**src/sv/bms_pkg.sv**
```systemverilog
// ----------------------------------------------------------------------------
// bms_pkg
// Shared types, constants and curve tables of the bump map shader.
// ----------------------------------------------------------------------------
`default_nettype none

package bms_pkg;

    localparam int MAX_WIDTH  = 4096;
    localparam int ADDR_W     = $clog2(MAX_WIDTH);
    localparam int COL_W      = $clog2(MAX_WIDTH + 1);

    localparam int CFG_IDX_W  = 3;
    localparam int CFG_DATA_W = 17;

    localparam int GRAD_W     = 11;

    localparam int DIV_NUM_W  = 40;
    localparam int DIV_DEN_W  = 24;
    localparam int DIV_STEPS  = DIV_NUM_W;
    localparam int DIV_CNT_W  = $clog2(DIV_STEPS);

    localparam int FIFO_DEPTH = 4;
    localparam int FIFO_PTR_W = $clog2(FIFO_DEPTH);
    localparam int FIFO_CNT_W = $clog2(FIFO_DEPTH + 1);

    localparam logic [1:0] ROW_FULL = 2'd2;

    localparam logic [63:0] PI_FIX = 64'h3243F6A8885A308D;

    typedef enum logic [CFG_IDX_W-1:0] {
        REG_LIGHT_X      = 3'd0,
        REG_LIGHT_Y      = 3'd1,
        REG_LIGHT_Z      = 3'd2,
        REG_NORMAL_Z     = 3'd3,
        REG_COMPENSATION = 3'd4,
        REG_AMBIENT      = 3'd5,
        REG_HEIGHT_CURVE = 3'd6,
        REG_COMPENSATE   = 3'd7
    } t_reg_idx;

    localparam logic [1:0] CURVE_LINEAR = 2'd0;
    localparam logic [1:0] CURVE_SPHERE = 2'd1;
    localparam logic [1:0] CURVE_SINE   = 2'd2;

    typedef struct packed {
        logic [8:0]  light_x;
        logic [8:0]  light_y;
        logic [7:0]  light_z;
        logic [10:0] normal_z;
        logic [16:0] compensation;
        logic [7:0]  ambient;
        logic [2:0]  height_curve;
        logic        compensate;
    } t_cfg;

    typedef struct packed {
        logic [GRAD_W-1:0] nx;
        logic [GRAD_W-1:0] ny;
        logic              row_end;
    } t_grad;

    typedef struct packed {
        logic                 start;
        logic [DIV_NUM_W-1:0] num;
        logic [DIV_DEN_W-1:0] den;
    } t_div_req;

    typedef struct packed {
        logic                 busy;
        logic                 done;
        logic [DIV_NUM_W-1:0] quo;
    } t_div_rsp;

    typedef logic [7:0] t_curve [256];

    // floor(a*b / 2^60), low 64 bits
    function automatic logic [63:0] mul_fix(input logic [63:0] a, input logic [63:0] b);
        logic [127:0] p;
        p = {64'd0, a} * {64'd0, b};
        return p[123:60];
    endfunction

    function automatic logic [63:0] isqrt_c(input logic [63:0] v_in);
        logic [63:0] v;
        logic [63:0] r;
        logic [63:0] b;
        v = v_in;
        r = '0;
        b = 64'd1 << 62;
        for (int k = 0; k < 32; k++) begin
            if (v >= r + b) begin
                v = v - (r + b);
                r = (r >> 1) + b;
            end else begin
                r = r >> 1;
            end
            b = b >> 2;
        end
        return r;
    endfunction

    function automatic t_curve build_sphere();
        t_curve      t;
        logic [63:0] v;
        logic [63:0] r;
        for (int i = 0; i < 256; i++) begin
            v = 64'(i) * 64'(510 - i);
            r = isqrt_c(v);
            if (v > r * r + r) r = r + 64'd1;
            t[i] = (r > 64'd255) ? 8'hFF : r[7:0];
        end
        return t;
    endfunction

    // sin^2 by an eleven-term series in 4.60 fixed point
    function automatic t_curve build_sine();
        t_curve      t;
        logic [63:0] step;
        logic [63:0] y;
        logic [63:0] y2;
        logic [63:0] term;
        logic [63:0] pos;
        logic [63:0] neg;
        logic [63:0] s;
        logic [63:0] q;
        step = PI_FIX / 64'd510;
        for (int i = 0; i < 256; i++) begin
            y    = step * 64'(i);
            y2   = mul_fix(y, y);
            term = y;
            pos  = y;
            neg  = '0;
            for (int k = 1; k <= 10; k++) begin
                term = mul_fix(term, y2) / 64'((2 * k) * (2 * k + 1));
                if ((k & 1) == 1) neg = neg + term;
                else pos = pos + term;
            end
            s = (pos > neg) ? pos - neg : 64'd0;
            q = mul_fix(s, s) >> 28;
            q = (64'd255 * q + (64'd1 << 31)) >> 32;
            t[i] = (q > 64'd255) ? 8'hFF : q[7:0];
        end
        return t;
    endfunction

    localparam t_curve SPHERE_TAB = build_sphere();
    localparam t_curve SINE_TAB   = build_sine();

endpackage

`default_nettype wire

```
**src/sv/bms_fifo.sv**
```systemverilog
// ----------------------------------------------------------------------------
// bms_fifo
// Short gradient queue between the window front end and the shading back end.
// ----------------------------------------------------------------------------
`default_nettype none

module bms_fifo (
    input  wire logic          i_clk,
    input  wire logic          i_rst_n,
    input  wire logic          i_push,
    input  wire bms_pkg::t_grad i_data,
    input  wire logic          i_pop,
    output bms_pkg::t_grad     o_head,
    output logic               o_nonempty,
    output logic               o_room
);
    import bms_pkg::*;

    t_grad                 r_mem [FIFO_DEPTH];
    logic [FIFO_PTR_W-1:0] r_wptr;
    logic [FIFO_PTR_W-1:0] r_rptr;
    logic [FIFO_CNT_W-1:0] r_count;

    always_ff @(posedge i_clk) begin
        if (i_push) begin
            r_mem[r_wptr] <= i_data;
        end
    end

    always_ff @(posedge i_clk) begin
        if (!i_rst_n) begin
            r_wptr  <= '0;
            r_rptr  <= '0;
            r_count <= '0;
        end else begin
            if (i_push) r_wptr <= r_wptr + 1'b1;
            if (i_pop) r_rptr <= r_rptr + 1'b1;
            if (i_push && !i_pop) r_count <= r_count + 1'b1;
            else if (!i_push && i_pop) r_count <= r_count - 1'b1;
        end
    end

    assign o_head     = r_mem[r_rptr];
    assign o_nonempty = (r_count != '0);
    // one slot kept for the word still in the front end
    assign o_room     = (r_count < FIFO_CNT_W'(FIFO_DEPTH - 1));

    a_no_overflow: assert property (@(posedge i_clk) disable iff (!i_rst_n)
        i_push |-> (r_count != FIFO_CNT_W'(FIFO_DEPTH)) || i_pop)
        else $error("gradient queue overflow");

    a_no_underflow: assert property (@(posedge i_clk) disable iff (!i_rst_n)
        i_pop |-> r_count != '0)
        else $error("gradient queue underflow");

    a_count_up: assert property (@(posedge i_clk) disable iff (!i_rst_n)
        (i_push && !i_pop) |=> r_count == $past(r_count) + 1'b1)
        else $error("gradient queue count mismatch");

endmodule

`default_nettype wire

```
**config.mk**
```make
export PLATFORM = sky130hd
export DESIGN_NAME = bms_fifo
export DESIGN_NICKNAME = d
export VERILOG_FILES = /design/src/sv/bms_pkg.sv /design/src/sv/bms_fifo.sv
export SDC_FILE = /design/constraint.sdc
export NUM_CORES = 1
export LEC_CHECK = 0
export BUFFER_PORTS_ARGS = -buffer_cell sky130_fd_sc_hd__buf_2
export CAP_MARGIN = 20
export CORE_UTILIZATION = 35
export CTS_CLUSTER_SIZE = 16
export DETAILED_ROUTE_END_ITERATION = 16
export GPL_TIMING_DRIVEN = 1
export SKIP_LAST_GASP = 1
export SLEW_MARGIN = 40
export SYNTH_ARGS = -nofsm -noshare
export SYNTH_HDL_FRONTEND = slang
export SYNTH_SLANG_ARGS = --single-unit
export TNS_END_PERCENT = 1
```
**constraint.sdc**
```tcl
create_clock -name i_clk -period 2.1 [get_ports i_clk]
set_input_delay 0.21 -clock i_clk [delete_from_list [all_inputs] [get_ports i_clk]]
set_output_delay 0.21 -clock i_clk [all_outputs]
set_load 0.1 [all_outputs]
```
Yosys cells after proc, flatten, opt, wreduce, memory -nomap -nowiden
Memory sizes are Yosys's and may differ from the RTL's. A register that Yosys moved wholly into a read port is not among the register bits.
Index checks and enable logic that the tools add are counted.
W data, S select, Z words.
- register bits after elaboration: 7
- bits in writable memories: 92
- memories: 1
- memories (memory ; words ; bits a word ; read ports ; clocked after memory_dff ; write ports ; line ; text):
    r_mem ; 4 ; 23 ; 1 ; 1 ; 1 ; bms_fifo.sv:19 ; t_grad r_mem [FIFO_DEPTH];
- $add $sub $neg: 4
- order comparisons: 1
- muxes and demuxes: 6
- reduce and logical (&&, ||, !) cells: 6
- operators by type and width (kind ; number):
    $mux W3 ; 2
    $add A2 B1 Y2 const B ; 2
    $mux W2 ; 2
    $add A3 B1 Y3 const B ; 1
    $lt A3 B2 Y1 const B ; 1
    $reduce_bool A3 Y1 ; 1
    $sub A3 B1 Y3 const B ; 1
    $logic_and A1 B1 Y1 ; 2
    $logic_not A1 Y1 ; 2
    $mux W1 ; 2
    $reduce_bool A2 Y1 ; 1

Depth between registers and ports, before layout
- depth after elaboration: 4
- depth in mapped cells: 7

Worst setup path before layout
No wires, ideal clock.
- kind: register to output
- start point: register r_count[1]
- end point: output o_room
- arrival: 1818 ps
- path slack: 72 ps
- cell stages (with the launch flop): 2
- path buffers: 0
- cells stage by stage: dfxtp_1 a21oi_1
- word-level cells in the longest chain between the ends: 1
- ends and longest elaborated chain (element ; line ; text):
    start: declaration ; bms_fifo.sv:22 ; logic [FIFO_CNT_W-1:0] r_count;
    start signal: assignment ; bms_fifo.sv:38 ; if (i_push && !i_pop) r_count <= r_count + 1'b1;
    start signal: assignment ; bms_fifo.sv:39 ; else if (!i_push && i_pop) r_count <= r_count - 1'b1;
    $lt A3 B2 Y1 ; bms_fifo.sv:46 ; assign o_room = (r_count < FIFO_CNT_W'(FIFO_DEPTH - 1));
    end: declaration ; bms_fifo.sv:15 ; output logic o_room
Every way passes these cells.

==> flow_summary.json <==
{
  "min_period_ns": 1.96,
  "slew_headroom_pct": 66.8,
  "antenna_left": 0,
  "muxShareOfSynthArea_pct": 14.5,
  "dp_cells": 353,
  "setup_viol": 0,
  "most-common-layout-cells": "edfxtp_1 (92), buf_2 (31), mux4_2 (20), buf_12 (20)",
  "cts.htree.levels": 3,
  "firstDrtPassIters": 4,
  "dpl.hpwl_um": 3730,
  "place_congestion": 0.650,
  "finalCritPeriodShare_pct": 93.4,
  "tritoncts": "done",
  "nets": 261,
  "synth_top_family_by_area": "multiplexers",
  "setup_tns_ns": 0,
  "cts_buffer_depth": 2,
  "cts_root_buf": "clkbuf_8",
  "grt_pass1_vias": 1758,
  "synthAdderAreaFrac_pct": 2.17,
  "ir_drop_uv": 518,
  "end_kind": "output port",
  "yosysWarnings": 0,
  "drive_gt1_share_pct": 41.2,
  "synthSimpleGateAreaFrac_pct": 2.24,
  "cts_buffers": 9,
  "drt_wl_total_um": 5920,
  "grt_remaining_overflow": 0,
  "clk_pin_slew_worst_paths_ns": 0.10,
  "critPathKind": "flop to output port",
  "wire_per_inst_um": 16.0,
  "cts_sinks": 101,
  "mostFrequentLayoutCell": "edfxtp_1",
  "required_ns": 1.89,
  "coreArea_um2": 10400,
  "status": "complete, no violations",
  "synth.distinct_cells": 20,
  "syn2layout_area_growth_pct": 24.0,
  "powerDensity_nw_per_um2": 991,
  "fmax_ghz": 0.510,
  "drv_slew": 0,
  "syn_nets": 196,
  "clock_latency_ns": 0.35,
  "cp_data_arrival_time_ns": 1.75,
  "die_x_um": 106,
  "crit_path_start_kind": "flop",
  "grt_usage_pct": 11.6,
  "portBuffers": 51,
  "drt_iter0_markers": 64,
  "hold_path_class": "primary input to flop",
  "netlist_area_um2": 3800,
  "layoutNonFillerInstCount": 369,
  "grt_max_degree": 24,
  "tightest_slew_ns": 0.501,
  "syn_inst": 163,
  "synth_compound_area_share_pct": 0.461,
  "drc": 0,
  "synth_xor_area_share_pct": 1.15,
  "drt-vias-per-instance": 4.63,
  "syn_area_per_cell_um2": 23.3,
  "hold_violations": 0,
  "ys_seq_area_share_pct": 77.5,
  "initial_core_util_pct": 36.5,
  "boundaryPins": 52,
  "fp-row-count": 37,
  "synth.ff_latch_count": 101,
  "n_antenna_cell": 0,
  "antenna_found_initial": 0,
  "grt_setup_unrepaired": "no",
  "floorplan.die.height_um": 106,
  "fin_skew_ns": 0.00694,
  "dieArea_um2": 11300,
  "grt_pass1_wl_um": 9300,
  "p_leak_nw": 1.63,
  "path_max_fanout": 8,
  "vias": 1709,
  "drv_cap": 0
}
repair_timing:
action                                  CTS  global route
hold buffers                              0             0
endpoints found under the setup margin    0            12
buffers inserted                          0             0
gates resized for setup                   0             1
critical path: stages (launching register included):
cell	delay (ns)
dfxtp_2	0.40
buf_4	0.23
mux4_2	0.57
buf_12	0.19
cell type report:
cell class	instances	area, um^2
fillers	888	5710
flip-flops and latches	101	2940
multi-input cells	53	778
repair buffers	59	619
well taps	136	170
clock buffers	9	124
clock inverters	7	56.3
inverters	4	15.0
stage by stage:
stage	total power, W	hold WS [ns]	instance area (um^2)	setup slack (ns)	utilization, %
after detailed placement	0.00361	0.427	4520	0.374	43.4
after global placement	0.00360	0.421	4520	0.427	43.4
final	0.00466	0.0624	4710	0.140	45.2
after global routing	0.00484	0.0391	4710	0.0413	45.2
after CTS	0.00472	0.0399	4700	0.00699	45.2
after floorplan	0.00322	0.309	3800	0.0718	-
Yosys cell counts:
cell type  count  area share (%)
xnor2_1        2            0.46
a21boi_0       1            0.20
mux4_1         3             2.1
and2_1         9             1.5
inv_1          4            0.40
fa_1           1            0.53
buf_12         2             1.1
edfxtp_1      92              73
xor2_1         3            0.69
nor2b_1        2            0.33
or3_1          2            0.33
o21ai_0        1            0.13
nand2_1        1           0.099
mux2i_1        2            0.53
buf_2          2            0.26
a21oi_1        1            0.13
buf_6          1            0.30
mux4_2        20              12
ha_1           5             1.6
dfxtp_1        9             4.7
final timing paths:
check / startpoint / to / slack [ns] / cells after the start
max reg2reg: r_count[0] / r_count[2] / 0.58 / 4
min reg2reg: r_count[2] / r_count[2] / 0.54 / 2
min: i_data[3] / r_mem[0][3] / 0.06 / 1
max: flop / o_head[18] / 0.14 / 3
kinds of logic (layout without fill, tap and decap cells):
| logic type | after synthesis | in the layout |
|---|---|---|
| muxes | 25 | 25 |
| buffers and inverters | 9 | 79 |
| and+or+nand+nor | 14 | 14 |
| DFF | 101 | 101 |
| AOI/OAI and AO/OA | 3 | 3 |
| adders and majority gates | 6 | 6 |
| xor gates and xnor gates | 5 | 5 |
state kept, by name, summed over array words and instances, names as in the netlist, named ones only:
register	count
r_mem	92
r_wptr	2
r_rptr	2
r_count	3
routing by layer:
metal | track usage (%) | vias up | part of all wire (%)
li1 | - | 788 | -
met4 | 5.36 | 0 | 1.5
met1 | 14.0 | 874 | 42
met5 | 0 | - | 0
met2 | 18.8 | 38 | 52
met3 | 3.92 | 9 | 4.3
where the power goes:
part           total [W]  switching, W  internal (W)
Sequential       0.00234     0.0000386       0.00230
Clock            0.00111      0.000661      0.000450
Combinational    0.00121      0.000806      0.000406
Total            0.00466       0.00151       0.00316
(Power assumes the default switching activity.)
