[src/sv/bms_pkg.sv]
// ----------------------------------------------------------------------------
// bms_pkg
// Shared types, constants and curve tables of the bump map shader.
// ----------------------------------------------------------------------------
`default_nettype none

package bms_pkg;

    localparam int MAX_WIDTH  = 4096;
    localparam int ADDR_W     = $clog2(MAX_WIDTH);
    localparam int COL_W      = $clog2(MAX_WIDTH + 1);

    localparam int CFG_IDX_W  = 3;
    localparam int CFG_DATA_W = 17;

    localparam int GRAD_W     = 11;

    localparam int DIV_NUM_W  = 40;
    localparam int DIV_DEN_W  = 24;
    localparam int DIV_STEPS  = DIV_NUM_W;
    localparam int DIV_CNT_W  = $clog2(DIV_STEPS);

    localparam int FIFO_DEPTH = 4;
    localparam int FIFO_PTR_W = $clog2(FIFO_DEPTH);
    localparam int FIFO_CNT_W = $clog2(FIFO_DEPTH + 1);

    localparam logic [1:0] ROW_FULL = 2'd2;

    localparam logic [63:0] PI_FIX = 64'h3243F6A8885A308D;

    typedef enum logic [CFG_IDX_W-1:0] {
        REG_LIGHT_X      = 3'd0,
        REG_LIGHT_Y      = 3'd1,
        REG_LIGHT_Z      = 3'd2,
        REG_NORMAL_Z     = 3'd3,
        REG_COMPENSATION = 3'd4,
        REG_AMBIENT      = 3'd5,
        REG_HEIGHT_CURVE = 3'd6,
        REG_COMPENSATE   = 3'd7
    } t_reg_idx;

    localparam logic [1:0] CURVE_LINEAR = 2'd0;
    localparam logic [1:0] CURVE_SPHERE = 2'd1;
    localparam logic [1:0] CURVE_SINE   = 2'd2;

    typedef struct packed {
        logic [8:0]  light_x;
        logic [8:0]  light_y;
        logic [7:0]  light_z;
        logic [10:0] normal_z;
        logic [16:0] compensation;
        logic [7:0]  ambient;
        logic [2:0]  height_curve;
        logic        compensate;
    } t_cfg;

    typedef struct packed {
        logic [GRAD_W-1:0] nx;
        logic [GRAD_W-1:0] ny;
        logic              row_end;
    } t_grad;

    typedef struct packed {
        logic                 start;
        logic [DIV_NUM_W-1:0] num;
        logic [DIV_DEN_W-1:0] den;
    } t_div_req;

    typedef struct packed {
        logic                 busy;
        logic                 done;
        logic [DIV_NUM_W-1:0] quo;
    } t_div_rsp;

    typedef logic [7:0] t_curve [256];

    // floor(a*b / 2^60), low 64 bits
    function automatic logic [63:0] mul_fix(input logic [63:0] a, input logic [63:0] b);
        logic [127:0] p;
        p = {64'd0, a} * {64'd0, b};
        return p[123:60];
    endfunction

    function automatic logic [63:0] isqrt_c(input logic [63:0] v_in);
        logic [63:0] v;
        logic [63:0] r;
        logic [63:0] b;
        v = v_in;
        r = '0;
        b = 64'd1 << 62;
        for (int k = 0; k < 32; k++) begin
            if (v >= r + b) begin
                v = v - (r + b);
                r = (r >> 1) + b;
            end else begin
                r = r >> 1;
            end
            b = b >> 2;
        end
        return r;
    endfunction

    function automatic t_curve build_sphere();
        t_curve      t;
        logic [63:0] v;
        logic [63:0] r;
        for (int i = 0; i < 256; i++) begin
            v = 64'(i) * 64'(510 - i);
            r = isqrt_c(v);
            if (v > r * r + r) r = r + 64'd1;
            t[i] = (r > 64'd255) ? 8'hFF : r[7:0];
        end
        return t;
    endfunction

    // sin^2 by an eleven-term series in 4.60 fixed point
    function automatic t_curve build_sine();
        t_curve      t;
        logic [63:0] step;
        logic [63:0] y;
        logic [63:0] y2;
        logic [63:0] term;
        logic [63:0] pos;
        logic [63:0] neg;
        logic [63:0] s;
        logic [63:0] q;
        step = PI_FIX / 64'd510;
        for (int i = 0; i < 256; i++) begin
            y    = step * 64'(i);
            y2   = mul_fix(y, y);
            term = y;
            pos  = y;
            neg  = '0;
            for (int k = 1; k <= 10; k++) begin
                term = mul_fix(term, y2) / 64'((2 * k) * (2 * k + 1));
                if ((k & 1) == 1) neg = neg + term;
                else pos = pos + term;
            end
            s = (pos > neg) ? pos - neg : 64'd0;
            q = mul_fix(s, s) >> 28;
            q = (64'd255 * q + (64'd1 << 31)) >> 32;
            t[i] = (q > 64'd255) ? 8'hFF : q[7:0];
        end
        return t;
    endfunction

    localparam t_curve SPHERE_TAB = build_sphere();
    localparam t_curve SINE_TAB   = build_sine();

endpackage

`default_nettype wire

[src/sv/bms_div.sv]
// ----------------------------------------------------------------------------
// bms_div
// Shared restoring divider, one quotient bit per clock.
// ----------------------------------------------------------------------------
`default_nettype none

module bms_div (
    input  wire logic              i_clk,
    input  wire logic              i_rst_n,
    input  wire bms_pkg::t_div_req i_req,
    output bms_pkg::t_div_rsp      o_rsp
);
    import bms_pkg::*;

    logic                 r_busy;
    logic                 r_done;
    logic [DIV_CNT_W-1:0] r_cnt;
    logic [DIV_DEN_W-1:0] r_rem;
    logic [DIV_NUM_W-1:0] r_quo;
    logic [DIV_DEN_W-1:0] r_den;

    logic [DIV_DEN_W:0] trial;
    logic [DIV_DEN_W:0] diff;
    logic               ge;

    always_comb begin
        trial = {r_rem, r_quo[DIV_NUM_W-1]};
        ge    = (trial >= {1'b0, r_den});
        diff  = trial - {1'b0, r_den};
    end

    always_ff @(posedge i_clk) begin
        if (!i_rst_n) begin
            r_busy <= 1'b0;
            r_done <= 1'b0;
            r_cnt  <= '0;
        end else begin
            r_done <= 1'b0;
            if (i_req.start) begin
                r_busy <= 1'b1;
                r_cnt  <= '0;
            end else if (r_busy) begin
                r_cnt <= r_cnt + 1'b1;
                if (r_cnt == DIV_CNT_W'(DIV_STEPS - 1)) begin
                    r_busy <= 1'b0;
                    r_done <= 1'b1;
                end
            end
        end
    end

    always_ff @(posedge i_clk) begin
        if (i_req.start) begin
            r_quo <= i_req.num;
            r_den <= i_req.den;
            r_rem <= '0;
        end else if (r_busy) begin
            r_quo <= {r_quo[DIV_NUM_W-2:0], ge};
            r_rem <= ge ? diff[DIV_DEN_W-1:0] : trial[DIV_DEN_W-1:0];
        end
    end

    assign o_rsp.busy = r_busy;
    assign o_rsp.done = r_done;
    assign o_rsp.quo  = r_quo;

endmodule

`default_nettype wire

[config.mk]
export PLATFORM = sky130hd
export DESIGN_NAME = bms_div
export DESIGN_NICKNAME = d
export VERILOG_FILES = /design/src/sv/bms_pkg.sv /design/src/sv/bms_div.sv
export SDC_FILE = /design/constraint.sdc
export NUM_CORES = 1
export LEC_CHECK = 0
export BUFFER_PORTS_ARGS = -buffer_cell sky130_fd_sc_hd__clkbuf_2
export CORE_UTILIZATION = 55
export DETAILED_ROUTE_END_ITERATION = 10
export PLACE_DENSITY = 0.8
export SYNTH_ARGS = -nofsm -noshare
export SYNTH_HDL_FRONTEND = slang
export SYNTH_SLANG_ARGS = --single-unit
[constraint.sdc]
create_clock -name i_clk -period 3.55 [get_ports i_clk]
set_input_delay 0.355 -clock i_clk [delete_from_list [all_inputs] [get_ports i_clk]]
set_output_delay 0.355 -clock i_clk [all_outputs]
set_load 0.01 [all_outputs]
==> After elaboration in Yosys (flattened, before gate mapping) <==
Cells that the tools add are included.
{ "totals": {"reg_bits": 96, "input_bits": 67, "out_inout_bits": 42, "elab_cells": 22} }
{ "op_classes": {"add_sub_neg": 2, "order_cmp": 1, "n_eq_ne": 1, "mux": 7, "bitwise_logic": 2, "reduce_logical": 3} }
{ "op_table": {"columns": ["cell", "count"], "rows": [
  ["$mux 40", 2],
  ["$ge 25x24->1", 1],
  ["$mux 24", 1],
  ["$sub 24x24->24", 1],
  ["$add 6x1->6 const B", 1],
  ["$eq 6x6->1 const B", 1],
  ["$mux 1", 4],
  ["$reduce_or 3->1", 1],
  ["$not 1->1", 2],
  ["$reduce_bool 2->1", 1],
  ["$reduce_or 2->1", 1]
]} }

==> Longest topological paths before layout <==
{ "logic_depth": {"ltp_word": 4, "ltp_mapped": 13, "mapped_depth_nobuf": 11} }

==> Worst setup path after synthesis <==
No wires, ideal clock.
{ "synth_timing": {"path_kind": "register to register", "startpoint": "register r_quo[39]", "endpoint": "register r_rem[16]", "setup_ns": 0.091, "arrival_ns": 2.682, "t_required_ns": 3.459, "path_slack_ns": 0.777, "stages_incl_launch_ff": 12, "n_path_buf": 0, "period_less_slack_ns": 2.773, "cell_sequence": "edfxtp_1 -> inv_1 -> ha_1 -> fa_1 -> and2b_1 -> o2111ai_1 -> and3b_1 -> o21ai_1 -> a21oi_1 -> or4b_1 -> a31o_2 -> a311oi_1"} }
{ "synth_between": {"elab_chain_len": 2, "elab_cells_between_ends": 3, "cone_classes": "add/sub: 1; order compare: 1; mux: 1"} }
{ "synth_lines": {"columns": ["element", "line", "rtl"], "rows": [
  ["start, declared", "bms_div.sv:19", "logic [DIV_NUM_W-1:0] r_quo;"],
  ["start signal, assigned", "bms_div.sv:54", "r_quo <= i_req.num;"],
  ["start signal, assigned", "bms_div.sv:58", "r_quo <= {r_quo[DIV_NUM_W-2:0], ge};"],
  ["$sub 24x24->24 / $ge 25x24->1 (equally long branches)", "bms_div.sv:29, bms_div.sv:28", null],
  ["$mux 24 (*)", "bms_div.sv:59", "r_rem <= ge ? diff[DIV_DEN_W-1:0] : trial[DIV_DEN_W-1:0];"],
  ["end signal, assigned", "bms_div.sv:59", null],
  ["end, declared", "bms_div.sv:18", "logic [DIV_DEN_W-1:0] r_rem;"]
]} }
Every way passes the cells marked *; elsewhere a longest branch is shown, timed or not.
A chain may end at the register's enable or synchronous reset.

==> Worst setup path after layout <==
Ends and elaborated chain as after synthesis.

==> run summary <==
Status: completed
Worst-path clk slew: 0.10 ns
Drc violations: 0
Worst skew pair latency: 0.37 ns
Synth Register Bits: 96
Least-Margin Pin Slew: 1.045 ns
Mapped Nets: 560
Total negative slack: 0 ns
Count leader, synth: edfxtp_1
Max-slew violation count: 0
Post-synth ARST share: 0%
Worst Setup SP: r_quo[39]
WS Path Type: flip-flop to flip-flop
Worst Hold Launch: i_req[4]
Post-synth top cells: 64 x edfxtp_1, 39 x mux2_2, 36 x nor2_1, 35 x nand2_1, 32 x dfxtp_1
Unrepaired setup endpoints after global routing: false
Post-synthesis sequential area ratio: 49.58%
Die Height: 98.94 um
LEAKAGE: 2.536 nW
Max Freq: 0.3293 GHz
Layout area overhead: 15.23%
Tot Pwr: 0.002700 W
Clk root buf: clkbuf_8
Period utilization: 85.54%
Core box area: 0.009153 sq mm
# nets final: 662
Synth area leader: edfxtp_1
DRT antenna net count: 0
Shortest period the worst path allows: 3.037 ns
Clock sinks: 96
Number of synthesized flops with an enable pin: 64
Warning count from the yosys run: 0
Drt first pass iters: 4
Via count: 3,851
Post-CTS sizing: 0
CP cell instances: inv_1 > ha_1 > fa_1 > and2b_1 > o2111ai_1 > and3b_1 > o21ai_1 > a21oi_1 > or4b_1 > a31o_2 > a311oi_1
Final setup violation count: 0
Final Hold Viols: 0
CTS Buffer Depth: 2
Required @ worst endpoint: 3.82 ns
WP buf/inv: 1
Unique masters post-synth: 57
Post-CTS Setup Repair Bufs: 0
Starting DRT DRC Count: 166
Area contributors post-synth: edfxtp_1 37%, dfxtp_1 12%, mux2_2 8.5%
Max cap viols: 0
Critical Path End Type: flip-flop
Starting Density: 56.47%
Dpl hpwl: 7835 um
CP Max Fanout: 3
Peak VDD IR: 312.1 uV
Crit path max-delay family: simple AND/OR/NAND/NOR gates
Vias in the first global route: 3,841
Boundary pin count: 109
Primary FF master, synth: edfxtp_1
Yosys top cell area share: 37.18%
Die span in x: 98.94 um
Htree depth: 3
Mean Syn Cell Area: 11.07 sq um
Worst clock skew: 0.01064 ns
Worst setup SP type: flip-flop
Largest net degree at the start of global routing: 87
Vias per std cell: 5.622
Final wirelength: 10,820 um
Worst EP arrival: 3.31 ns
Power Density: 453.4 mW/mm^2
Total Routing Usage GR: 23.05%
Total congestion overflow: 0
Mapped Cells: 467
Reg-to-reg startpoint: r_quo[39]
Hold WC Path Type: primary input to flip-flop
Slowest CP cell: or4b_1
Port bufs: 108
Netlist Area Pre-Place: 0.005169 sq mm
First-pass GRT wire length: 17,880 um
Quantity of hold-fixing buffers added after cts: 0
Ant. Diodes: 0
CTS Buf Count: 9
Per-cell routed wire length: 15.79 um
RePlAce Congestion: 0.8678
Max-slew headroom: 30.31%
Initial antenna violation count: 0
Die ar.: 0.009789 sq mm
Cell Rows: 35
Share of cells above drive strength 1: 30.84%
Crit-path max cell delay: 0.50 ns
CTS tree: done
[layout make-up]
cell class / count / area [sq um]
timing repair buffer: 113 / 580.6
fill: 732 / 3197
clock buffer: 9 / 123.9
sequential: 96 / 2562
tap: 111 / 138.9
inverter: 32 / 120.1
multi-input combinational: 317 / 2376
clock inverter: 7 / 53.80
[stage by stage]
step | cell area, sq um | std cells | hold WS [ns] | worst slack, ns | utilization (%)
after floorplan | 5169 | 467 | 0.4489 | 0.7766 | -
after global placement | 5778 | 669 | 0.4626 | 0.6823 | 63.13
after detailed placement | 5778 | 669 | 0.4849 | 0.5485 | 63.13
after CTS | 5956 | 685 | 0.1376 | 0.4944 | 65.07
after global routing | 5956 | 685 | 0.1286 | 0.3247 | 65.07
final | 5956 | 685 | 0.1544 | 0.5135 | 65.07
[cell families (layout without fill, tap and decap cells)]
logic type               count (synthesis)  after routing  synth area share (%)
flip-flops                              96             96                 49.58
adder cells (fa/ha/maj)                 26             26                 6.439
AO/OA/AOI/OAI                          104            104                 14.60
multiplexers                            53             53                 11.21
AND/OR/NAND/NOR                        116            116                 10.68
buffers and inverters                   54            161                 4.454
XOR/XNOR                                18             18                 3.050
[worst reg2reg max path, delay by kind of cell (launching register included)]
kind | cells | cell delay (ns)
AO/OA/AOI/OAI | 5 | 0.89
adder cells (fa/ha/maj) | 2 | 0.61
buffers and inverters | 1 | 0.05
flip-flops | 1 | 0.39
AND/OR/NAND/NOR | 3 | 1.00
[cell usage in the layout, fill, tap and decap left out, types with 4 or more instances in the layout]
master and instances:
nand4_1 5, a21oi_1 22, or3_1 7, nand2_1 35, nor3_1 8, mux2i_1 14, mux2_2 39, a311oi_1 7
a21o_1 7, xor2_1 9, a211oi_1 19, o21ai_0 11, clkbuf_2 107, nor2_1 36, buf_4 6, inv_1 31
clkbuf_8 9, ha_1 25, nor2b_1 5, o21a_1 6, xnor2_1 9, dfxtp_1 32, edfxtp_1 64, nand3_1 4
[worst paths after layout]
check | slack, ns | to | cells after the start
worst max-delay path | 0.51 | r_rem[16] | 11
worst min register to register | 0.50 | r_cnt[5] | 2
worst min-delay path | 0.15 | r_den[4] | 1
worst max register to register | 0.51 | r_rem[16] | 11
[sequential cells by signal, summed over array words and instances (netlist names)]
signal,count
r_done,1
r_rem,24
r_den,24
r_cnt,6
r_quo,40
r_busy,1
[routing by layer]
| metal | wire length, um | track usage [%] | vias to the layer above | part of all wire [%] |
|---|---|---|---|---|
| met1 | 4716 | 28.40 | 1796 | 44 |
| met3 | 732 | 6.879 | 8 | 6.8 |
| met2 | 5268 | 39.48 | 121 | 49 |
| met4 | 101 | 6.085 | 0 | 0.93 |
| li1 | - | - | 1926 | - |
| met5 | 0 | 0 | - | 0 |
[power by group]
part	switching, W	leakage [nW]	total, W	internal, W
clock	0.000405	0.0896	0.000667	0.000262
combinational	0.000376	1.55	0.000670	0.000294
sequential	0.0000563	0.900	0.00136	0.00131
Power figures use the tool's default switching activity.
