File: src/sv/bms_pkg.sv
// ----------------------------------------------------------------------------
// bms_pkg
// Shared types, constants and curve tables of the bump map shader.
// ----------------------------------------------------------------------------
`default_nettype none

package bms_pkg;

    localparam int MAX_WIDTH  = 4096;
    localparam int ADDR_W     = $clog2(MAX_WIDTH);
    localparam int COL_W      = $clog2(MAX_WIDTH + 1);

    localparam int CFG_IDX_W  = 3;
    localparam int CFG_DATA_W = 17;

    localparam int GRAD_W     = 11;

    localparam int DIV_NUM_W  = 40;
    localparam int DIV_DEN_W  = 24;
    localparam int DIV_STEPS  = DIV_NUM_W;
    localparam int DIV_CNT_W  = $clog2(DIV_STEPS);

    localparam int FIFO_DEPTH = 4;
    localparam int FIFO_PTR_W = $clog2(FIFO_DEPTH);
    localparam int FIFO_CNT_W = $clog2(FIFO_DEPTH + 1);

    localparam logic [1:0] ROW_FULL = 2'd2;

    localparam logic [63:0] PI_FIX = 64'h3243F6A8885A308D;

    typedef enum logic [CFG_IDX_W-1:0] {
        REG_LIGHT_X      = 3'd0,
        REG_LIGHT_Y      = 3'd1,
        REG_LIGHT_Z      = 3'd2,
        REG_NORMAL_Z     = 3'd3,
        REG_COMPENSATION = 3'd4,
        REG_AMBIENT      = 3'd5,
        REG_HEIGHT_CURVE = 3'd6,
        REG_COMPENSATE   = 3'd7
    } t_reg_idx;

    localparam logic [1:0] CURVE_LINEAR = 2'd0;
    localparam logic [1:0] CURVE_SPHERE = 2'd1;
    localparam logic [1:0] CURVE_SINE   = 2'd2;

    typedef struct packed {
        logic [8:0]  light_x;
        logic [8:0]  light_y;
        logic [7:0]  light_z;
        logic [10:0] normal_z;
        logic [16:0] compensation;
        logic [7:0]  ambient;
        logic [2:0]  height_curve;
        logic        compensate;
    } t_cfg;

    typedef struct packed {
        logic [GRAD_W-1:0] nx;
        logic [GRAD_W-1:0] ny;
        logic              row_end;
    } t_grad;

    typedef struct packed {
        logic                 start;
        logic [DIV_NUM_W-1:0] num;
        logic [DIV_DEN_W-1:0] den;
    } t_div_req;

    typedef struct packed {
        logic                 busy;
        logic                 done;
        logic [DIV_NUM_W-1:0] quo;
    } t_div_rsp;

    typedef logic [7:0] t_curve [256];

    // floor(a*b / 2^60), low 64 bits
    function automatic logic [63:0] mul_fix(input logic [63:0] a, input logic [63:0] b);
        logic [127:0] p;
        p = {64'd0, a} * {64'd0, b};
        return p[123:60];
    endfunction

    function automatic logic [63:0] isqrt_c(input logic [63:0] v_in);
        logic [63:0] v;
        logic [63:0] r;
        logic [63:0] b;
        v = v_in;
        r = '0;
        b = 64'd1 << 62;
        for (int k = 0; k < 32; k++) begin
            if (v >= r + b) begin
                v = v - (r + b);
                r = (r >> 1) + b;
            end else begin
                r = r >> 1;
            end
            b = b >> 2;
        end
        return r;
    endfunction

    function automatic t_curve build_sphere();
        t_curve      t;
        logic [63:0] v;
        logic [63:0] r;
        for (int i = 0; i < 256; i++) begin
            v = 64'(i) * 64'(510 - i);
            r = isqrt_c(v);
            if (v > r * r + r) r = r + 64'd1;
            t[i] = (r > 64'd255) ? 8'hFF : r[7:0];
        end
        return t;
    endfunction

    // sin^2 by an eleven-term series in 4.60 fixed point
    function automatic t_curve build_sine();
        t_curve      t;
        logic [63:0] step;
        logic [63:0] y;
        logic [63:0] y2;
        logic [63:0] term;
        logic [63:0] pos;
        logic [63:0] neg;
        logic [63:0] s;
        logic [63:0] q;
        step = PI_FIX / 64'd510;
        for (int i = 0; i < 256; i++) begin
            y    = step * 64'(i);
            y2   = mul_fix(y, y);
            term = y;
            pos  = y;
            neg  = '0;
            for (int k = 1; k <= 10; k++) begin
                term = mul_fix(term, y2) / 64'((2 * k) * (2 * k + 1));
                if ((k & 1) == 1) neg = neg + term;
                else pos = pos + term;
            end
            s = (pos > neg) ? pos - neg : 64'd0;
            q = mul_fix(s, s) >> 28;
            q = (64'd255 * q + (64'd1 << 31)) >> 32;
            t[i] = (q > 64'd255) ? 8'hFF : q[7:0];
        end
        return t;
    endfunction

    localparam t_curve SPHERE_TAB = build_sphere();
    localparam t_curve SINE_TAB   = build_sine();

endpackage

`default_nettype wire

File: src/sv/bms_back.sv
// ----------------------------------------------------------------------------
// bms_back
// Shading sequencer: light dot product, normal length, ambient fill and
// compensation, with a registered output word.
// ----------------------------------------------------------------------------
`default_nettype none

module bms_back (
    input  wire logic              i_clk,
    input  wire logic              i_rst_n,
    input  wire bms_pkg::t_cfg     i_cfg,
    input  wire logic              i_grad_valid,
    input  wire bms_pkg::t_grad    i_grad,
    output logic                   o_pop,
    output bms_pkg::t_div_req      o_div_req,
    input  wire bms_pkg::t_div_rsp i_div_rsp,
    output logic                   o_valid,
    input  wire logic              i_ready,
    output logic [7:0]             o_shade,
    output logic                   o_last
);
    import bms_pkg::*;

    typedef enum logic [3:0] {
        S_IDLE,
        S_MUL1,
        S_MUL2,
        S_DOT,
        S_DIV_Q,
        S_SQRT,
        S_AMB1,
        S_AMB2,
        S_AMB3,
        S_COMP,
        S_CDIV,
        S_OUT
    } t_state;

    // ceil(2^25 / 255): floor(x / 255) = (x * AMB_RECIP) >> 25 for x below 2^17
    localparam logic [17:0] AMB_RECIP = 18'd131587;

    t_state               r_state;
    logic [GRAD_W-1:0]    r_nx;
    logic [GRAD_W-1:0]    r_ny;
    logic                 r_last;
    logic signed [19:0]   r_p1;
    logic signed [19:0]   r_p2;
    logic [18:0]          r_p3;
    logic signed [21:0]   r_dot;
    logic [22:0]          r_d;
    logic [DIV_NUM_W-1:0] r_sv;
    logic [DIV_NUM_W-1:0] r_sr;
    logic [DIV_NUM_W-1:0] r_sbit;
    logic [4:0]           r_scnt;
    logic [32:0]          r_na;
    logic [34:0]          r_amb_p;
    logic [20:0]          r_sh;
    logic [7:0]           r_res;
    logic                 r_div_start;
    logic [DIV_NUM_W-1:0] r_div_num;
    logic [DIV_DEN_W-1:0] r_div_den;
    logic                 r_out_valid;
    logic [7:0]           r_shade;
    logic                 r_out_last;

    logic signed [21:0] nx_sq;
    logic signed [21:0] ny_sq;
    logic [21:0]        nz_sq;
    logic [24:0]        ca;
    logic [24:0]        c255;
    logic [35:0]        qsh;
    logic [35:0]        num_diff;
    logic               num_pos;
    logic [DIV_NUM_W:0] s_sum;
    logic               s_ge;
    logic [9:0]         shc;
    logic [7:0]         sh_sat;

    always_comb begin
        nx_sq    = $signed(r_nx) * $signed(r_nx);
        ny_sq    = $signed(r_ny) * $signed(r_ny);
        nz_sq    = i_cfg.normal_z * i_cfg.normal_z;
        ca       = i_cfg.compensation * i_cfg.ambient;
        c255     = {i_cfg.compensation, 8'b0} - {8'b0, i_cfg.compensation};
        qsh      = {r_sr[19:0], 16'b0};
        num_pos  = ({11'b0, c255} > qsh);
        num_diff = {11'b0, c255} - qsh;
        s_sum    = {1'b0, r_sr} + {1'b0, r_sbit};
        s_ge     = ({1'b0, r_sv} >= s_sum);
        shc      = (r_sh > 21'd511) ? 10'd512 : r_sh[9:0];
        sh_sat   = (r_sh > 21'd255) ? 8'hFF : r_sh[7:0];
    end

    assign o_pop = (r_state == S_IDLE) && i_grad_valid;

    always_ff @(posedge i_clk) begin
        if (!i_rst_n) begin
            r_state     <= S_IDLE;
            r_div_start <= 1'b0;
            r_out_valid <= 1'b0;
        end else begin
            r_div_start <= 1'b0;
            if (r_out_valid && i_ready) r_out_valid <= 1'b0;
            case (r_state)
                S_IDLE: begin
                    if (i_grad_valid) begin
                        r_nx   <= i_grad.nx;
                        r_ny   <= i_grad.ny;
                        r_last <= i_grad.row_end;
                        if (i_grad.nx == '0 && i_grad.ny == '0) begin
                            r_sh    <= {13'b0, i_cfg.light_z};
                            r_state <= S_COMP;
                        end else begin
                            r_state <= S_MUL1;
                        end
                    end
                end
                S_MUL1: begin
                    r_p1    <= $signed(r_nx) * $signed(i_cfg.light_x);
                    r_p2    <= $signed(r_ny) * $signed(i_cfg.light_y);
                    r_p3    <= i_cfg.normal_z * i_cfg.light_z;
                    r_state <= S_MUL2;
                end
                S_MUL2: begin
                    r_dot   <= $signed({{2{r_p1[19]}}, r_p1})
                             + $signed({{2{r_p2[19]}}, r_p2})
                             + $signed({3'b0, r_p3});
                    r_d     <= {3'b0, nx_sq[19:0]} + {3'b0, ny_sq[19:0]} + {1'b0, nz_sq};
                    r_state <= S_DOT;
                end
                S_DOT: begin
                    if (r_dot[21]) begin
                        r_sh    <= {12'b0, ca[24:16]};
                        r_state <= S_COMP;
                    end else begin
                        r_div_start <= 1'b1;
                        r_div_num   <= r_dot[19:0] * r_dot[19:0];
                        r_div_den   <= {1'b0, r_d};
                        r_state     <= S_DIV_Q;
                    end
                end
                S_DIV_Q: begin
                    if (i_div_rsp.done) begin
                        r_sv    <= i_div_rsp.quo;
                        r_sr    <= '0;
                        r_sbit  <= DIV_NUM_W'(1) << (DIV_NUM_W - 2);
                        r_scnt  <= '0;
                        r_state <= S_SQRT;
                    end
                end
                S_SQRT: begin
                    // one result bit per step
                    if (s_ge) begin
                        r_sv <= r_sv - s_sum[DIV_NUM_W-1:0];
                        r_sr <= (r_sr >> 1) + r_sbit;
                    end else begin
                        r_sr <= r_sr >> 1;
                    end
                    r_sbit <= r_sbit >> 2;
                    r_scnt <= r_scnt + 1'b1;
                    if (r_scnt == 5'(DIV_NUM_W / 2 - 1)) r_state <= S_AMB1;
                end
                S_AMB1: begin
                    if (num_pos) begin
                        r_na    <= num_diff[24:0] * i_cfg.ambient;
                        r_state <= S_AMB2;
                    end else begin
                        r_sh    <= {1'b0, r_sr[19:0]};
                        r_state <= S_COMP;
                    end
                end
                S_AMB2: begin
                    r_amb_p <= r_na[32:16] * AMB_RECIP;
                    r_state <= S_AMB3;
                end
                S_AMB3: begin
                    r_sh    <= {1'b0, r_sr[19:0]} + {11'b0, r_amb_p[34:25]};
                    r_state <= S_COMP;
                end
                S_COMP: begin
                    if (i_cfg.compensate) begin
                        if (i_cfg.compensation == '0) begin
                            r_res   <= 8'hFF;
                            r_state <= S_OUT;
                        end else begin
                            r_div_start <= 1'b1;
                            r_div_num   <= {14'b0, shc, 16'b0};
                            r_div_den   <= {7'b0, i_cfg.compensation};
                            r_state     <= S_CDIV;
                        end
                    end else begin
                        r_res   <= sh_sat;
                        r_state <= S_OUT;
                    end
                end
                S_CDIV: begin
                    if (i_div_rsp.done) begin
                        r_res   <= (i_div_rsp.quo > DIV_NUM_W'(255)) ? 8'hFF
                                                                     : i_div_rsp.quo[7:0];
                        r_state <= S_OUT;
                    end
                end
                S_OUT: begin
                    if (!r_out_valid || i_ready) begin
                        r_out_valid <= 1'b1;
                        r_shade     <= r_res;
                        r_out_last  <= r_last;
                        r_state     <= S_IDLE;
                    end
                end
                default: r_state <= S_IDLE;
            endcase
        end
    end

    assign o_div_req.start = r_div_start;
    assign o_div_req.num   = r_div_num;
    assign o_div_req.den   = r_div_den;
    assign o_valid         = r_out_valid;
    assign o_shade         = r_shade;
    assign o_last          = r_out_last;

endmodule

`default_nettype wire

File: config.mk
export PLATFORM = sky130hd
export DESIGN_NAME = bms_back
export DESIGN_NICKNAME = d
export VERILOG_FILES = /design/src/sv/bms_pkg.sv /design/src/sv/bms_back.sv
export SDC_FILE = /design/constraint.sdc
export NUM_CORES = 2
export LEC_CHECK = 0
export ABC_CLOCK_PERIOD_IN_PS = 11350
export BUFFER_PORTS_ARGS = -buffer_cell sky130_fd_sc_hd__buf_2
export CAP_MARGIN = 20
export CORE_MARGIN = 1.5
export CORE_UTILIZATION = 55
export DETAILED_ROUTE_END_ITERATION = 6
export GPL_ROUTABILITY_DRIVEN = 0
export PLACE_DENSITY = 0.83
export REMOVE_ABC_BUFFERS = 1
export SETUP_SLACK_MARGIN = 0.05
export SLEW_MARGIN = 5
export SYNTH_ARGS = -nofsm -noshare
export SYNTH_HDL_FRONTEND = slang
export SYNTH_SLANG_ARGS = --single-unit
File: constraint.sdc
create_clock -name i_clk -period 11.35 [get_ports i_clk]
set_input_delay 3.405 -clock i_clk [delete_from_list [all_inputs] [get_ports i_clk]]
set_output_delay 3.405 -clock i_clk [all_outputs]
set_load 0.03 [all_outputs]
* After elaboration in Yosys (flattened, before gate mapping)
Cells that the tools add are included.
Widths: inputs -> output; s select.
** Operators by class
- Add/subtract/negate cells :: 11
- $mul :: 10
- Order comparisons :: 5
- Equal/unequal tests :: 25
- Multiplexer cells :: 48
- Reduce and logical (&&, ||, !) cells :: 25
** Operator list (number)
- $mux 40 :: 8
- $pmux 40 s2 :: 4
- $mux 21 :: 4
- $pmux 21 s4 :: 1
- $mux 24 :: 3
- $pmux 24 s2 :: 1
- $pmux 4 s12 :: 1
- $add 20x20->21 :: 2
- $add 40x40->41 :: 1
- $ge 40x41->1 :: 1
- $add 39x40->40 :: 1
- $gt 40x8->1 const B :: 1
- $mul 11x11->20 :: 2
- $mul 11x9->20 :: 2
- $mul 20x20->40 :: 1
- $mux 8 :: 5
- $sub 40x40->40 :: 1
- $gt 25x36->1 :: 1
- $mux 4 :: 9
- $mul 17x18->35 const B :: 1
- $mul 25x8->33 :: 1
- $mul 17x8->25 :: 1
- $sub 25x17->25 :: 1
- $sub 25x25->25 :: 1
- other kinds (35) :: 70
** Storage, ports and cells
- Flip-flop bits (word level) :: 428
- Bits of input ports :: 135
- Word-level logic and storage cells :: 147

* Logic depth before layout (Yosys ltp)
- Word-level depth :: 5
- Depth in mapped cells :: 40
- Depth with buffers taken out :: 39

* Worst setup path after synthesis
Ideal clock, no wire load.
- Kind :: input-to-reg
- Start :: in i_cfg[20] (netlist bit)
- End :: reg r_na[32], data pin
- Data arrival time :: 10676 ps
- Required time :: 11090 ps
- Path slack :: 414 ps
- Cell stages on the path :: 40
- Path through :: clkbuf_1 > inv_1 > ha_1 > nor4b_1 > a31o_1 > a21oi_1 > o21ai_1 > a31o_2 > a21oi_1 > nor2_1 > o21a_1 > nor2_1 > xnor2_1 > ha_1 > nor2b_1 > o21ai_0 > nand2b_1 > a21oi_1 > [4 not listed] > xnor2_1 > and2_1 > fa_1 > fa_1 > fa_1 > inv_1 > fa_1 > inv_1 > ha_1 > a21oi_1 > o21bai_1 > a21o_1 > a21o_1 > a21oi_1 > o21ai_0 > a21oi_1 > o21bai_1 > xnor2_1
** On the way
- Cells in the longest elaborated chain, start to end :: 3
** RTL lines
- start: declaration :: RTL line bms_back.sv:11 : input wire bms_pkg::t_cfg i_cfg,
- $sub 25x17->25 :: RTL line bms_back.sv:84 : c255 = {i_cfg.compensation, 8'b0} - {8'b0, i_cfg.compensation};
- $sub 25x25->25 :: RTL line bms_back.sv:87 : num_diff = {11'b0, c255} - qsh;
- $mul 25x8->33 :: RTL line bms_back.sv:165 : r_na <= num_diff[24:0] * i_cfg.ambient;
- end signal: assignment :: RTL line bms_back.sv:165
- end: declaration :: RTL line bms_back.sv:55 : logic [32:0] r_na;
No other way between the ends.
A chain may end at the register's enable or synchronous reset.

* Final worst setup path
- Start :: in i_cfg[12] (netlist bit)
- End :: reg r_na[32], data pin
Same word-level chain as after synthesis.

==> impl_metrics.json <==
{
  "slowest_stage": "fa_1",
  "holdPathStages": 0,
  "path_delay_family": "compound AO/OA/AOI/OAI gates",
  "fin_crit_sh_pct": 95.1,
  "drv_cap": 0,
  "max_freq_mhz": 92.6,
  "yosys.area.top_type_share_pct": 32.3,
  "setup_viol_count_final": 0,
  "first_pass_iters": 7,
  "vias": 48200,
  "cts.sinks": 364,
  "drc": 7,
  "synth_cell_types": 83,
  "cts-hold-fix-buffers": 0,
  "grt_start_max_net_pins": 114,
  "path_class": "in2reg",
  "start_util_pct": 55.7,
  "cts_tree": "yes",
  "core_um2": 117000,
  "die_area_um2": 120000,
  "wirelength_mm": 160,
  "ant_nets": 0,
  "fin_crit_ns": 10.80,
  "critPathBufInv": 4,
  "grt_pass1_wl_mm": 262,
  "cp.required_ns": 11.76,
  "synth_edf_count": 358,
  "synthToLayoutAreaGrowth_pct": 6.56,
  "status": "complete, but fails checks",
  "first_global_vias": 51700,
  "ys_ff_latch": 364,
  "die_h_um": 347,
  "grt_util_all_layers_pct": 27.2,
  "viasPerCell": 5.69,
  "cp_max_fo": 12,
  "min_path_type": "reg2reg",
  "nNetsFinal": 8827,
  "crit_arrival_ns": 11.21,
  "drive_gt1_share_pct": 5.93,
  "clockBufferDepth": 3,
  "die_width_um": 347,
  "relSlewSlack_pct": 28.5,
  "setup_tns_ns": 0,
  "rsz0062_at_grt": "false",
  "drt-initial-drc-count": 3441,
  "ys_top_cells_by_area": "fa_1 (32%), edfxtp_1 (17%), ha_1 (14%)",
  "path_depth": 36,
  "cts-root-buf": "clkbuf_16",
  "final_cell_mix": "inv_1 (1,383), fa_1 (1,049), ha_1 (742), nand2_1 (700), and2_1 (468)",
  "io_pins": 211,
  "synthArstFlopShare_pct": 0,
  "grt_overflow_total": 0,
  "end_kind": "flop",
  "synth.largest_area_cell": "fa_1",
  "ff2ff_path_depth": 32,
  "avgSynthCellArea_um2": 9.53,
  "htreeDepth": 2,
  "path_clk_slew_ns": 0.06,
  "clk_latency_ns": 0.66,
  "ys_seq_area_share_pct": 16.7,
  "syn_area_um2": 65000,
  "violations": "design-rule violations",
  "hold_viol_final": 0,
  "numPortBuffers": 204,
  "worst_path_most_repeated_cell": "a21oi_1",
  "yosys_warnings": 0,
  "max_stage_delay_ns": 0.53,
  "worst_pin_slew_ns": 1.07,
  "rows": 125,
  "numCtsBuffers": 45,
  "drv_slew": 0,
  "final_common_cell": "inv_1",
  "skew_ns": 0.0302,
  "wl_per_cell_um": 18.8,
  "crit_path_start_kind": "input pin",
  "antenna_found_initial": 20,
  "syn_inst": 6823,
  "dp.final_hpwl_mm": 127,
  "synth_ff_type": "edfxtp_1"
}
## registers in the layout (all words and copies together), names as in the netlist, 4 cells and up
register,cells
r_amb_p,10
r_sh,21
r_d,23
r_sr,40
r_p2,20
r_scnt,5
o_shade,8
r_dot,21
r_ny,11
r_state,4
r_p3,19
r_div_den,23
r_sbit,20
r_sv,40
r_div_num,39
r_na,17
r_nx,11
r_res,8
r_p1,20
## logic make-up after synthesis
logic type | after synthesis | synth area share (%)
AND/OR/NAND/NOR | 1835 | 13.9
adder cells (fa/ha/maj) | 1791 | 46.6
buffers and inverters | 1616 | 9.41
AO/OA/AOI/OAI | 829 | 8.07
XOR/XNOR | 367 | 4.96
flip-flops | 364 | 16.7
multiplexers | 20 | 0.316
other | 1 | 0.00577
## cell usage after synthesis, types with 9 or more instances
cell and n:
a21o_1 81, a21boi_0 11, o22ai_1 14, o41ai_1 9, xnor2_1 249, o21a_1 23
nand2b_1 56, mux2i_1 16, nand3_1 64, edfxtp_1 358, o21ai_0 209, o211ai_1 15
ha_1 742, nor3_1 62, nor2b_1 60, inv_1 1384, a211oi_1 42, and2_1 468
o22a_1 9, o31ai_1 14, nand4_1 34, nor2_1 245, buf_2 11, a21oi_1 200
nand2_1 700, or3_1 9, o31a_1 9, clkbuf_1 208, a31oi_1 56, and3_1 53
a31o_2 18, o21bai_1 54, xor2_1 117, nor4_1 30, or2_2 12, fa_1 1049
## routing by layer
layer / wire length, um / track usage, %
met1: 59700 / 33.3
met4: 6620 / 10.9
met3: 13600 / 5.16
met2: 79700 / 47.1
met5: 76 / 0
## cell type report
| cell class | count | area [um^2] |
|---|---|---|
| antenna | 14 | 35.0 |
| clock buffer | 48 | 1150 |
| clock inverter | 34 | 493 |
| fill | 9419 | 47400 |
| inverter | 1384 | 5190 |
| multi-input combinational | 4844 | 48100 |
| sequential | 364 | 10900 |
| tap | 1524 | 1910 |
| timing repair buffer | 262 | 1500 |
## worst reg2reg max path: cells and delay by family, from the launching register on
kind	cells	cell delay (ns)
compound gates	7	2.44
xor+xnor	2	0.21
fa+ha+maj	12	5.02
buf+inv	6	0.33
flops	1	0.90
simple gates	5	0.99
## final timing paths
path	slack (ns)	start	endpoint
setup / recovery	0.55	i_cfg[12]	r_na[32]
hold / removal	0.42	r_res[2]	o_shade[2]
setup reg to reg	1.23	r_nx[1]	r_d[22]
hold reg to reg	0.42	r_res[2]	o_shade[2]
## stage by stage
stage	setup slack [ns]	cell area (um^2)	util, %	std cells	hold WS [ns]
2_1_floorplan	0.712	64100	-	6592	0.400
3_3_place_gp	0.0181	67500	57.9	8375	0.404
3_5_place_dp	-0.176	67500	57.9	8375	0.405
4_1_cts	0.460	69100	59.3	8457	0.420
5_1_grt	0.103	69200	59.3	8463	0.424
6_report	0.552	69300	59.4	8474	0.419
## what timing repair did
item	CTS	global route
setup buffers	0	0
hold endpoints to repair	0	0
gates resized for setup	0	3
endpoints found under the setup margin	0	3
Power is not shown: default switching activity piles up to over one toggle a cycle in this logic, so the estimate is an artifact.
